`src/gspa_pkg.sv`:
```
// gspa_pkg: shared constants, types and helpers of the grid square placement allocator
// used by gspa_row_unit and grid_square_placement_allocator; no dependencies
package gspa_pkg;

	localparam int GRID  = 64;
	localparam int IDX_W = 6;
	localparam int CNT_W = 7;

	localparam logic [CNT_W-1:0] GRID_C = CNT_W'(GRID);

	typedef enum logic [2:0] {
		ST_IDLE,
		ST_DROP1,
		ST_UNION,
		ST_SLIDE,
		ST_DROP2,
		ST_MARK,
		ST_DONE
	} state_t;

	typedef struct packed {
		logic            hit;
		logic [GRID-1:0] row;
		logic [GRID-1:0] merged;
	} row_chk_t;

	// run of s ones starting at column col
	function automatic logic [GRID-1:0] span_mask(logic [CNT_W-1:0] s, logic [IDX_W-1:0] col);
		logic [GRID-1:0] ones;
		if (s >= GRID_C) begin
			ones = '1;
		end else begin
			ones = (GRID'(1) << s) - GRID'(1);
		end
		return ones << col;
	endfunction

endpackage

```
`src/gspa_ram.sv`:
```
// gspa_ram: generic single write port, single read port ram with registered read
// no dependencies
module gspa_ram #(
	parameter int WIDTH = 64,
	parameter int DEPTH = 64
) (
	input  logic                     clk,
	input  logic                     we,
	input  logic [$clog2(DEPTH)-1:0] waddr,
	input  logic [WIDTH-1:0]         wdata,
	input  logic [$clog2(DEPTH)-1:0] raddr,
	output logic [WIDTH-1:0]         rdata
);

	logic [WIDTH-1:0] mem_q [DEPTH];

	always_ff @(posedge clk) begin
		if (we) begin
			mem_q[waddr] <= wdata;
		end
		rdata <= mem_q[raddr];
	end

endmodule

```
`src/gspa_row_unit.sv`:
```
// gspa_row_unit: shared row check unit, collision test and merge of one occupancy row
// depends on gspa_pkg
module gspa_row_unit (
	input  logic [gspa_pkg::GRID-1:0] rd_data,
	input  logic                      rd_valid,
	input  logic [gspa_pkg::GRID-1:0] mask,
	output gspa_pkg::row_chk_t        chk
);

	logic [gspa_pkg::GRID-1:0] row;

	// never written rows read as free
	assign row        = rd_valid ? rd_data : '0;
	assign chk.row    = row;
	assign chk.hit    = |(row & mask);
	assign chk.merged = row | mask;

endmodule

```
`src/grid_square_placement_allocator.sv`:
```
// grid_square_placement_allocator: places squares into a 64 x 64 occupancy grid
// depends on gspa_pkg, gspa_ram, gspa_row_unit
//
// channel   ports                          handshake
// input     side                           start && !busy
// result    placed, bottom_row, left_col   done, one cycle, no stall
//
// one row is read from the grid ram per cycle; every step is a row or bit scan
// steps in order: first drop, union of the rows under the square, slide left, second drop, mark;
//   a failed first drop and a bad side both go straight to done
// reset clears per-row valid bits at once, no clearing pass
// the receiver cannot stall: done is high for exactly one cycle, then busy falls
module grid_square_placement_allocator (
	input  logic                         clk,
	input  logic                         arst_n,
	input  logic                         start,
	output logic                         busy,
	input  logic [gspa_pkg::CNT_W-1:0]   side,
	output logic                         done,
	output logic                         placed,
	output logic [gspa_pkg::IDX_W-1:0]   bottom_row,
	output logic [gspa_pkg::IDX_W-1:0]   left_col
);

	gspa_pkg::state_t state_q, state_d;

	logic [gspa_pkg::CNT_W-1:0] s_q;
	logic [gspa_pkg::GRID-1:0]  mask_q;
	logic [gspa_pkg::IDX_W-1:0] col_q;
	logic [gspa_pkg::IDX_W-1:0] bottom_q;
	logic                       placed_q;
	logic [gspa_pkg::GRID-1:0]  u_q;
	logic [gspa_pkg::CNT_W-1:0] ra_q;
	logic [gspa_pkg::IDX_W-1:0] cc_q;
	logic [gspa_pkg::GRID-1:0]  rowv_q;

	logic                       rvalid_s1;
	logic [gspa_pkg::IDX_W-1:0] raddr_s1;
	logic                       vbit_s1;

	logic [gspa_pkg::GRID-1:0]  rd_data;
	gspa_pkg::row_chk_t         chk;

	logic                       issue;
	logic                       scan_end;
	logic                       slide_end;
	logic                       we;
	logic                       side_bad;
	logic [gspa_pkg::CNT_W-1:0] f_row;
	logic                       drop_fail;
	logic [gspa_pkg::IDX_W-1:0] new_bottom;
	logic [gspa_pkg::IDX_W-1:0] fin_bottom;
	logic [gspa_pkg::CNT_W-1:0] win_top;
	logic [gspa_pkg::IDX_W-1:0] cc_m1;

	gspa_ram #(
		.WIDTH(gspa_pkg::GRID),
		.DEPTH(gspa_pkg::GRID)
	) u_ram (
		.clk  (clk),
		.we   (we),
		.waddr(raddr_s1),
		.wdata(chk.merged),
		.raddr(ra_q[gspa_pkg::IDX_W-1:0]),
		.rdata(rd_data)
	);

	gspa_row_unit u_row (
		.rd_data (rd_data),
		.rd_valid(vbit_s1),
		.mask    (mask_q),
		.chk     (chk)
	);

	assign side_bad   = (side == '0) || (side > gspa_pkg::GRID_C);
	assign f_row      = chk.hit ? {1'b0, raddr_s1} : gspa_pkg::GRID_C;
	assign drop_fail  = f_row < s_q;
	assign new_bottom = gspa_pkg::IDX_W'(f_row - gspa_pkg::CNT_W'(1));
	assign fin_bottom = (state_q == gspa_pkg::ST_DROP2 && drop_fail) ? bottom_q : new_bottom;
	assign win_top    = {1'b0, fin_bottom} + gspa_pkg::CNT_W'(1) - s_q;
	assign cc_m1      = cc_q - gspa_pkg::IDX_W'(1);

	// control outputs
	always_comb begin
		issue     = 1'b0;
		scan_end  = 1'b0;
		slide_end = 1'b0;
		we        = 1'b0;
		unique case (state_q)
			gspa_pkg::ST_DROP1, gspa_pkg::ST_DROP2: begin
				scan_end = rvalid_s1 &&
					(chk.hit || raddr_s1 == gspa_pkg::IDX_W'(gspa_pkg::GRID - 1));
				issue    = (ra_q < gspa_pkg::GRID_C) && !scan_end;
			end
			gspa_pkg::ST_UNION: begin
				scan_end = rvalid_s1 && (raddr_s1 == bottom_q);
				issue    = (ra_q <= {1'b0, bottom_q}) && !scan_end;
			end
			gspa_pkg::ST_MARK: begin
				scan_end = rvalid_s1 && (raddr_s1 == bottom_q);
				issue    = (ra_q <= {1'b0, bottom_q}) && !scan_end;
				we       = rvalid_s1;
			end
			gspa_pkg::ST_SLIDE: begin
				slide_end = (cc_q == '0) || u_q[cc_m1];
			end
			default: begin
			end
		endcase
	end

	// next state
	always_comb begin
		state_d = state_q;
		unique case (state_q)
			gspa_pkg::ST_IDLE: begin
				if (start) begin
					state_d = side_bad ? gspa_pkg::ST_DONE : gspa_pkg::ST_DROP1;
				end
			end
			gspa_pkg::ST_DROP1: begin
				if (scan_end) begin
					state_d = drop_fail ? gspa_pkg::ST_DONE : gspa_pkg::ST_UNION;
				end
			end
			gspa_pkg::ST_UNION: begin
				if (scan_end) begin
					state_d = gspa_pkg::ST_SLIDE;
				end
			end
			gspa_pkg::ST_SLIDE: begin
				if (slide_end) begin
					state_d = gspa_pkg::ST_DROP2;
				end
			end
			gspa_pkg::ST_DROP2: begin
				if (scan_end) begin
					state_d = gspa_pkg::ST_MARK;
				end
			end
			gspa_pkg::ST_MARK: begin
				if (scan_end) begin
					state_d = gspa_pkg::ST_DONE;
				end
			end
			gspa_pkg::ST_DONE: begin
				state_d = gspa_pkg::ST_IDLE;
			end
			default: begin
				state_d = gspa_pkg::ST_IDLE;
			end
		endcase
	end

	always_ff @(posedge clk or negedge arst_n) begin
		if (!arst_n) begin
			state_q   <= gspa_pkg::ST_IDLE;
			rvalid_s1 <= 1'b0;
			rowv_q    <= '0;
		end else begin
			state_q   <= state_d;
			rvalid_s1 <= issue;
			if (we) begin
				rowv_q[raddr_s1] <= 1'b1;
			end
		end
	end

	always_ff @(posedge clk) begin
		raddr_s1 <= ra_q[gspa_pkg::IDX_W-1:0];
		vbit_s1  <= rowv_q[ra_q[gspa_pkg::IDX_W-1:0]];
		if (issue) begin
			ra_q <= ra_q + gspa_pkg::CNT_W'(1);
		end
		unique case (state_q)
			gspa_pkg::ST_IDLE: begin
				if (start) begin
					s_q      <= side;
					col_q    <= gspa_pkg::IDX_W'(gspa_pkg::GRID_C - side);
					mask_q   <= gspa_pkg::span_mask(side,
						gspa_pkg::IDX_W'(gspa_pkg::GRID_C - side));
					ra_q     <= '0;
					placed_q <= 1'b0;
				end
			end
			gspa_pkg::ST_DROP1: begin
				if (scan_end && !drop_fail) begin
					bottom_q <= new_bottom;
					ra_q     <= win_top;
					u_q      <= '0;
				end
			end
			gspa_pkg::ST_UNION: begin
				if (rvalid_s1) begin
					u_q <= u_q | chk.row;
				end
				if (scan_end) begin
					cc_q <= col_q;
				end
			end
			gspa_pkg::ST_SLIDE: begin
				if (slide_end) begin
					col_q  <= cc_q;
					mask_q <= gspa_pkg::span_mask(s_q, cc_q);
					ra_q   <= '0;
				end else begin
					cc_q <= cc_m1;
				end
			end
			gspa_pkg::ST_DROP2: begin
				if (scan_end) begin
					bottom_q <= fin_bottom;
					ra_q     <= win_top;
				end
			end
			gspa_pkg::ST_MARK: begin
				if (scan_end) begin
					placed_q <= 1'b1;
				end
			end
			default: begin
			end
		endcase
	end

	assign busy       = state_q != gspa_pkg::ST_IDLE;
	assign done       = state_q == gspa_pkg::ST_DONE;
	assign placed     = placed_q;
	assign bottom_row = placed_q ? bottom_q : '0;
	assign left_col   = placed_q ? col_q : '0;

	// grid is written only while marking
	a_we_mark: assert property (@(posedge clk) disable iff (!arst_n)
		we |-> state_q == gspa_pkg::ST_MARK)
		else $error("grid write outside mark phase");

	// accepted word makes the block busy
	a_start_busy: assert property (@(posedge clk) disable iff (!arst_n)
		(start && !busy) |=> busy)
		else $error("accepted word did not start work");

	// result strobe lasts one cycle
	a_done_once: assert property (@(posedge clk) disable iff (!arst_n)
		done |=> !busy && !done)
		else $error("result strobe held or block stuck");

	// placed square lies inside the grid
	a_in_grid: assert property (@(posedge clk) disable iff (!arst_n)
		(done && placed) |->
			(({1'b0, bottom_row} + gspa_pkg::CNT_W'(1)) >= s_q) &&
			(({1'b0, left_col} + s_q) <= gspa_pkg::GRID_C))
		else $error("placed square outside grid");

endmodule
```
`config.mk`:
```
export PLATFORM = sky130hd
export DESIGN_NAME = grid_square_placement_allocator
export DESIGN_NICKNAME = d
export VERILOG_FILES = /design/src/gspa_pkg.sv /design/src/gspa_ram.sv /design/src/gspa_row_unit.sv /design/src/grid_square_placement_allocator.sv
export SDC_FILE = /design/constraint.sdc
export NUM_CORES = 2
export LEC_CHECK = 0
export BUFFER_PORTS_ARGS = -buffer_cell sky130_fd_sc_hd__buf_2
export CORE_MARGIN = 2
export CORE_UTILIZATION = 60
export DETAILED_ROUTE_END_ITERATION = 8
export PLACE_DENSITY = 0.76
export SLEW_MARGIN = 0
export SYNTH_ARGS = -nofsm -noshare
export SYNTH_HDL_FRONTEND = slang
export SYNTH_SLANG_ARGS = --single-unit
```
`constraint.sdc`:
```
create_clock -name clk -period 8.45 [get_ports clk]
set_clock_uncertainty 0.2 [all_clocks]
set_input_delay 1.2675 -clock clk [delete_from_list [all_inputs] [get_ports clk]]
set_output_delay 1.2675 -clock clk [all_outputs]
set_load 0.03 [all_outputs]
```
Word-level counts from Yosys, hierarchy flattened
Memories as Yosys holds them, arrays and structs flattened. A register that Yosys moved wholly into a read port is not among the register bits.
Index checks and enable logic that the tools add are counted.
{"block": "classes", "bitwise_logic": 4, "n_shift": 4, "add_sub_neg": 8, "n_eq_ne": 17, "n_reduce_logical": 32, "muxes": 56, "order_cmp": 10}
{"operator": "64-bit 2-to-1 mux", "n": 11}
{"operator": "64-bit case mux with 2 select lines", "n": 2}
{"operator": "64-bit bitwise OR", "n": 3}
{"operator": "1-bit by 7-bit << shifter with 64-bit output (first input constant)", "n": 2}
{"operator": "64-bit by 6-bit << shifter with 64-bit output", "n": 2}
{"operator": "64-bit by 2-bit subtractor with 64-bit output (second input constant)", "n": 2}
{"operator": "64-bit bitwise AND", "n": 1}
{"operator": "64-bit OR reduction", "n": 1}
{"operator": "6-bit 2-to-1 mux", "n": 9}
{"operator": "7-bit 2-to-1 mux", "n": 6}
{"operator": "6-bit case mux with 2 select lines", "n": 3}
{"operator": "7-bit case mux with 4 select lines", "n": 1}
{"operator": "3-bit 2-to-1 mux", "n": 8}
{"operator": "6-bit by 7-bit < comparator with 1-bit output (second input constant)", "n": 3}
{"operator": "2-bit inequality test (second input constant)", "n": 9}
{"operator": "3-bit case mux with 6 select lines", "n": 1}
{"operator": "3-bit AND reduction", "n": 5}
{"operator": "7-bit >= comparator (second input constant)", "n": 2}
{"operator": "1-bit binary-select mux with 6-bit select", "n": 2}
{"operator": "6-bit by 1-bit subtractor with 6-bit output (second input constant)", "n": 2}
{"operator": "2-bit nonzero test", "n": 5}
{"operator": "3-bit == test (second input constant)", "n": 3}
{"operator": "1-bit 2-to-1 mux", "n": 9}
{"operator": "6-bit by 1-bit adder with 7-bit output (second input constant)", "n": 1}
{"operator": "24 further kinds", "n": 38}
{"block": "totals", "n_memories": 1, "output_inout_bits": 15, "ram_bits": 4096, "reg_bits": 236}
{"memory": "u_ram.mem_q", "depth": 64, "word_bits": 64, "read_ports": 1, "rd_ports_with_merged_regs": 1, "write_ports": 1, "line_no": "gspa_ram.sv:15", "source": "logic [WIDTH-1:0] mem_q [DEPTH];"}

Depth between registers and ports, before layout
{"block": "logic_depth", "ltp_word": 11, "depth_mapped": 26}

By module
Synthesis repeated with hierarchy kept, for this count alone.
{"block": "unflattened", "cells_unflattened": 9937, "area_unflattened_um2": 182445.0}
{"mod": "gspa_ram", "area_per_inst_um2": 156348.7, "n_inst": 1, "cells_each": 6598, "seq_area_each_um2": 124279.2}
{"mod": "grid_square_placement_allocator", "area_per_inst_um2": 24928.9, "n_inst": 1, "cells_each": 3162, "seq_area_each_um2": 6606.3}
{"mod": "gspa_row_unit", "area_per_inst_um2": 1167.4, "n_inst": 1, "cells_each": 177, "seq_area_each_um2": 0.0}

Worst setup path after synthesis
No wires, ideal clock.
{"block": "synth_timing", "path_kind": "register to register", "from": "register cc_q[1] (netlist name)", "to": "register col_q[0] (netlist name) (enable)", "path_buffers": 6, "stages_incl_launch_ff": 16, "setup_slack_ns": 1.167, "setup_ns": 0.521, "arrival_ns": 6.562, "path_cell_list": "edfxtp_1 -> buf_2 -> inv_1 -> clkbuf_1 -> clkbuf_1 -> clkbuf_1 -> ha_1 -> clkbuf_1 -> clkbuf_1 -> mux4_2 -> mux4_2 -> mux2i_1 -> a21oi_1 -> a311o_1 -> o21ai_0 -> a21oi_1"}
{"block": "synth_via", "elab_chain_cells": 7}
{"item": "from (decl)", "line_no": "grid_square_placement_allocator.sv:34", "source": "logic [gspa_pkg::IDX_W-1:0] cc_q;"}
{"item": "from (signal assigned)", "line_no": "grid_square_placement_allocator.sv:198", "source": "cc_q <= col_q;"}
{"item": "from (signal assigned)", "line_no": "grid_square_placement_allocator.sv:207", "source": "cc_q <= cc_m1;"}
{"item": "6-bit by 1-bit subtractor with 6-bit output", "line_no": "grid_square_placement_allocator.sv:81", "source": "assign cc_m1 = cc_q - gspa_pkg::IDX_W'(1);"}
{"item": "1-bit binary-select mux with 6-bit select", "line_no": "grid_square_placement_allocator.sv:105", "source": "slide_end = (cc_q == '0) || u_q[cc_m1];"}
{"item": "1-bit 2-to-1 mux (not written as such)", "line_no": "grid_square_placement_allocator.sv:105"}
{"item": "1-bit logical OR *", "line_no": "grid_square_placement_allocator.sv:105"}
{"item": "1-bit 2-to-1 mux *", "line_no": "grid_square_placement_allocator.sv:89", "source": "unique case (state_q)"}
{"item": "2-bit inequality test (no source line) *"}
{"item": "3-bit AND reduction (no source line) *"}
{"item": "to (signal assigned)", "line_no": "grid_square_placement_allocator.sv:179", "source": "col_q <= gspa_pkg::IDX_W'(gspa_pkg::GRID_C - side);"}
{"item": "to (signal assigned)", "line_no": "grid_square_placement_allocator.sv:203", "source": "col_q <= cc_q;"}
{"item": "to (decl)", "line_no": "grid_square_placement_allocator.sv:29", "source": "logic [gspa_pkg::IDX_W-1:0] col_q;"}
Mark *: on every way between the ends. The rest lies on a longest branch, timed or not. The select of a mux whose other input is x is not followed.
A chain may end at the register's enable or synchronous reset.

Final worst setup path
{"block": "layout_timing", "from": "register mask_q[61] (netlist name)", "to": "register ra_q[6] (netlist name)"}
{"block": "layout_via", "elab_chain_cells": 10}
{"item": "from (decl)", "line_no": "grid_square_placement_allocator.sv:28", "source": "logic [gspa_pkg::GRID-1:0] mask_q;"}
{"item": "from (signal assigned)", "line_no": "grid_square_placement_allocator.sv:180", "source": "mask_q <= gspa_pkg::span_mask(side,"}
{"item": "from (signal assigned)", "line_no": "grid_square_placement_allocator.sv:204", "source": "mask_q <= gspa_pkg::span_mask(s_q, cc_q);"}
{"item": "64-bit bitwise AND *", "line_no": "gspa_row_unit.sv:15", "source": "assign chk.hit = |(row & mask);"}
{"item": "64-bit OR reduction *", "line_no": "gspa_row_unit.sv:15"}
{"item": "7-bit 2-to-1 mux or 1-bit logical OR (tied branches)", "line_no": "grid_square_placement_allocator.sv:76, grid_square_placement_allocator.sv:92"}
{"item": "7-bit < comparator or 1-bit logical AND (tied branches)", "line_no": "grid_square_placement_allocator.sv:77, grid_square_placement_allocator.sv:91"}
{"item": "1-bit logical AND or 1-bit zero test (tied branches)", "line_no": "grid_square_placement_allocator.sv:79, grid_square_placement_allocator.sv:93"}
{"item": "6-bit 2-to-1 mux or 1-bit logical AND (tied branches)", "line_no": "grid_square_placement_allocator.sv:79, grid_square_placement_allocator.sv:93"}
{"item": "6-bit by 1-bit adder with 7-bit output or 1-bit case mux with 2 select lines (tied branches)", "line_no": "grid_square_placement_allocator.sv:80, grid_square_placement_allocator.sv:89"}
{"item": "7-bit subtractor or 7-bit 2-to-1 mux (tied branches)", "line_no": "grid_square_placement_allocator.sv:80, grid_square_placement_allocator.sv:172"}
{"item": "7-bit 2-to-1 mux (on tied branches)"}
{"item": "7-bit case mux with 4 select lines *", "line_no": "grid_square_placement_allocator.sv:175", "source": "unique case (state_q)"}
{"item": "to (signal assigned)", "line_no": "grid_square_placement_allocator.sv:173", "source": "ra_q <= ra_q + gspa_pkg::CNT_W'(1);"}
{"item": "to (signal assigned)", "line_no": "grid_square_placement_allocator.sv:189", "source": "ra_q <= win_top;"}
{"item": "to (signal assigned)", "line_no": "grid_square_placement_allocator.sv:213", "source": "ra_q <= win_top;"}
{"item": "to (decl)", "line_no": "grid_square_placement_allocator.sv:33", "source": "logic [gspa_pkg::CNT_W-1:0] ra_q;"}
Mark *: on every way between the ends. The rest lies on a longest branch, timed or not.

==> results.sh <==
export IMPL_port_buffers=24
export IMPL_slew_headroom_pct=7.29
export IMPL_synthTopCellsByArea="edfxtp_1, mux4_2, dfrtp_1"
export IMPL_first_pass_iters=8
export IMPL_grt_pass1_wl_um=859000
export IMPL_hp_class="in -> async"
export IMPL_setup_slack_ns=1.81
export IMPL_worstPathRequired_ns=9.10
export IMPL_vias=106117
export IMPL_outcome="finished clean"
export IMPL_die_x_um=552
export IMPL_fill_cells=17537
export IMPL_fmax_mhz=151
export IMPL_tns_ns=0
export IMPL_root_buffer="clkbuf_16"
export IMPL_cts_clk_slew_worst_paths_ns=0.07
export IMPL_seq_area_mm2=0.131
export IMPL_hold_viol=0
export IMPL_startpoint_type="register"
export IMPL_nets=9169
export IMPL_dieArea_mm2=0.305
export IMPL_grt_overflow=0
export IMPL_post_route_drc_count=0
export IMPL_maxSlewViolCount=0
export IMPL_met3_usage_pct=11.6
export IMPL_ys_types=116
export IMPL_syn_avg_cell_area_um2=20.2
export IMPL_yosysSeqAreaShare_pct=72.5
export IMPL_cts_max_level=5
export IMPL_dp_slack_ns=1.65
export IMPL_clock_path_buffers=4
export IMPL_synth_top_area_share_pct=70.7
export IMPL_drv_cap=0
export IMPL_wire_per_inst_um=46.5
export IMPL_setup_violations=0
export IMPL_total_power_mw=66.0
export IMPL_layout_cells_most_common="edfxtp_1"
export IMPL_worstSetupPathType="reg -> reg"
export IMPL_grt_util_met1_pct=53.9
export IMPL_core_mm2=0.300
export IMPL_area_growth_syn_to_layout_pct=11.2
export IMPL_async_reset_ff_share_pct=1.55
export IMPL_leakage_nw=62.7
export IMPL_finalCritPeriodShare_pct=78.6
export IMPL_ys_flop_type="edfxtp_1"
export IMPL_cts_setup_buffers=0
export IMPL_worst_slew_pin_slew_ns=1.39
export IMPL_grt_use_total_pct=41.0
export IMPL_cts_resized=0
export IMPL_synth_top_cell_by_area="edfxtp_1"
export IMPL_clock_latency_ns=1.03
export IMPL_cts_tree="yes"
export IMPL_grt_util_met2_pct=63.2
export IMPL_rsz0062_at_grt="no"
export IMPL_row_count=201
export IMPL_utilization_pct=67.0
export IMPL_end_kind="register"
export IMPL_dr_first_iter_drc_count=20841
export IMPL_worstPathArrival_ns=7.29
export IMPL_cts_sinks=4396
export IMPL_io_pins=25
export IMPL_place_congestion=0.973
export IMPL_synth_edf_count=4250
export IMPL_critPathMaxFanout=18
export IMPL_grt_max_degree=138
export IMPL_fin_crit_ns=6.64
export IMPL_vias_per_cell=7.89
export IMPL_synth_cells=8938
export IMPL_drtAntennaViolNets=0
export IMPL_antenna_found_initial=36
export IMPL_powerDensity_mw_per_mm2=329
export IMPL_vdd_ir_drop_max_uv=290
export IMPL_syn_area_mm2=0.180
export IMPL_ys_ff_latch=4396
export IMPL_grt_pass1_vias=103374
export IMPL_final_cell_mix="edfxtp_1, mux4_2, clkbuf_16, nor2_1, nand2_1"
export IMPL_multi_input_area_mm2=0.0477
export IMPL_cts_buffers=423
export IMPL_yosys_warnings=0
export IMPL_top_usage_layer="met2"
export IMPL_hpwl_um=307000
export IMPL_cts_hold_buffers=0
export IMPL_initial_utilization_pct=60.3
export IMPL_synthesis_nets=8982
export IMPL_drive_above_1_share_pct=27.0
export IMPL_wl_um=626000
export IMPL_fp_dieH_um=552
-- registers in the layout (all words and copies together), names as in the netlist, 7 cells and up --
register     cells
mask_q          64
ra_q             7
rowv_q          64
s_q              7
u_q             64
u_ram.mem_q   4096
u_ram.rdata     64
-- stage by stage --
stage                     cell area (µm²)  instances  hold WS, ns
after floorplan                    180000       8938        0.153
after global placement             187000      12658        0.245
after detailed placement           187000      12658        0.248
after CTS                          201000      13438        0.216
after global routing               201000      13442        0.284
final                              201000      13450        0.223
-- area by class of cell --
type | count | share of cell area, %
Antenna cell | 12 | 0.0150
Clock buffer | 541 | 5.60
Clock inverter | 239 | 1.19
Inverter | 55 | 0.103
Multi-Input combinational cell | 3907 | 23.8
Sequential cell | 4396 | 65.2
Tap cell | 3958 | 2.47
Timing Repair Buffer | 342 | 1.61
-- worst paths after layout --
kind                       cells past startpoint  startpoint         end  slack [ns]
max                                           25  mask_q[61]     ra_q[6]        1.81
min                                            1      arst_n  rowv_q[13]        0.22
max reg2reg                                   25  mask_q[61]     ra_q[6]        1.81
min reg2reg                                    1  rowv_q[21]  rowv_q[21]        0.27
max in group asynchronous                      1      arst_n  state_q[1]        7.05
min in group clk                               1  rowv_q[21]  rowv_q[21]        0.27
-- logic make-up after synthesis --
family,synth area share [%]
adder cells (fa/ha/maj),0.240
buffers and inverters,1.35
XOR/XNOR,0.257
AO/OA/AOI/OAI,4.32
multiplexers,18.0
flip-flops,72.5
AND/OR/NAND/NOR,3.34
-- per-layer routing --
layer,vias up,wire length (µm),share of wire [%]
met5,-,196,0.031
met4,28,40000,6.4
met1,54909,205000,33
met2,10709,293000,47
met3,2255,87600,14
li1,38216,-,-
-- synth_stat cells, drive strengths merged (16+ instances only) --
| cell type | number |
|---|---|
| o221ai | 26 |
| or2 | 76 |
| a22o | 38 |
| dfxtp | 78 |
| mux2 | 28 |
| o21a | 19 |
| nand4 | 36 |
| or4 | 19 |
| o2111ai | 19 |
| nand2b | 16 |
| or3 | 37 |
| a221oi | 44 |
| edfxtp | 4250 |
| clkbuf | 422 |
| ha | 33 |
| a31oi | 41 |
| xnor2 | 36 |
| mux4 | 1393 |
| nand3 | 89 |
| a22oi | 32 |
| nor2 | 376 |
| nor2b | 18 |
| a211oi | 50 |
| o21ai | 183 |
| a32oi | 18 |
| o22ai | 54 |
| o31ai | 19 |
| mux2i | 74 |
| dfrtp | 68 |
| a21oi | 204 |
| a21o | 82 |
| nor3 | 97 |
| and2 | 43 |
| nor4 | 27 |
| o211ai | 54 |
| inv | 45 |
| a211o | 22 |
| buf | 158 |
| and3 | 29 |
| nand2 | 300 |
| xor2 | 17 |
-- report_power, final --
group	switching [mW]	leakage (nW)	internal, mW	total, mW
Clock	8.75	6.61	10.4	19.2
Combinational	11.2	16.3	7.23	18.5
Sequential	1.01	39.8	27.3	28.3
-- worst max-delay path: stages (launching register included) --
cell and delay (ns):
edfxtp_1 0.49, a22o_1 0.25, a221oi_1 0.45, nand4_1 0.21
or4_1 0.84, and2_1 0.45, nand2_1 0.16, inv_1 0.05
ha_1 0.30, a21o_1 0.12, a21oi_1 0.07, nand2_1 0.07
nand4_1 0.09, o31ai_1 0.64, nand4b_1 0.20, buf_4 0.23
nor2_1 0.08, a21oi_1 0.15, ha_1 0.28, ha_1 0.28
a21o_1 0.16, a21oi_1 0.22, o21bai_1 0.09, a21oi_1 0.18
xnor2_1 0.14, o22ai_1 0.10
Note: power is estimated with default switching activity, not from simulation.
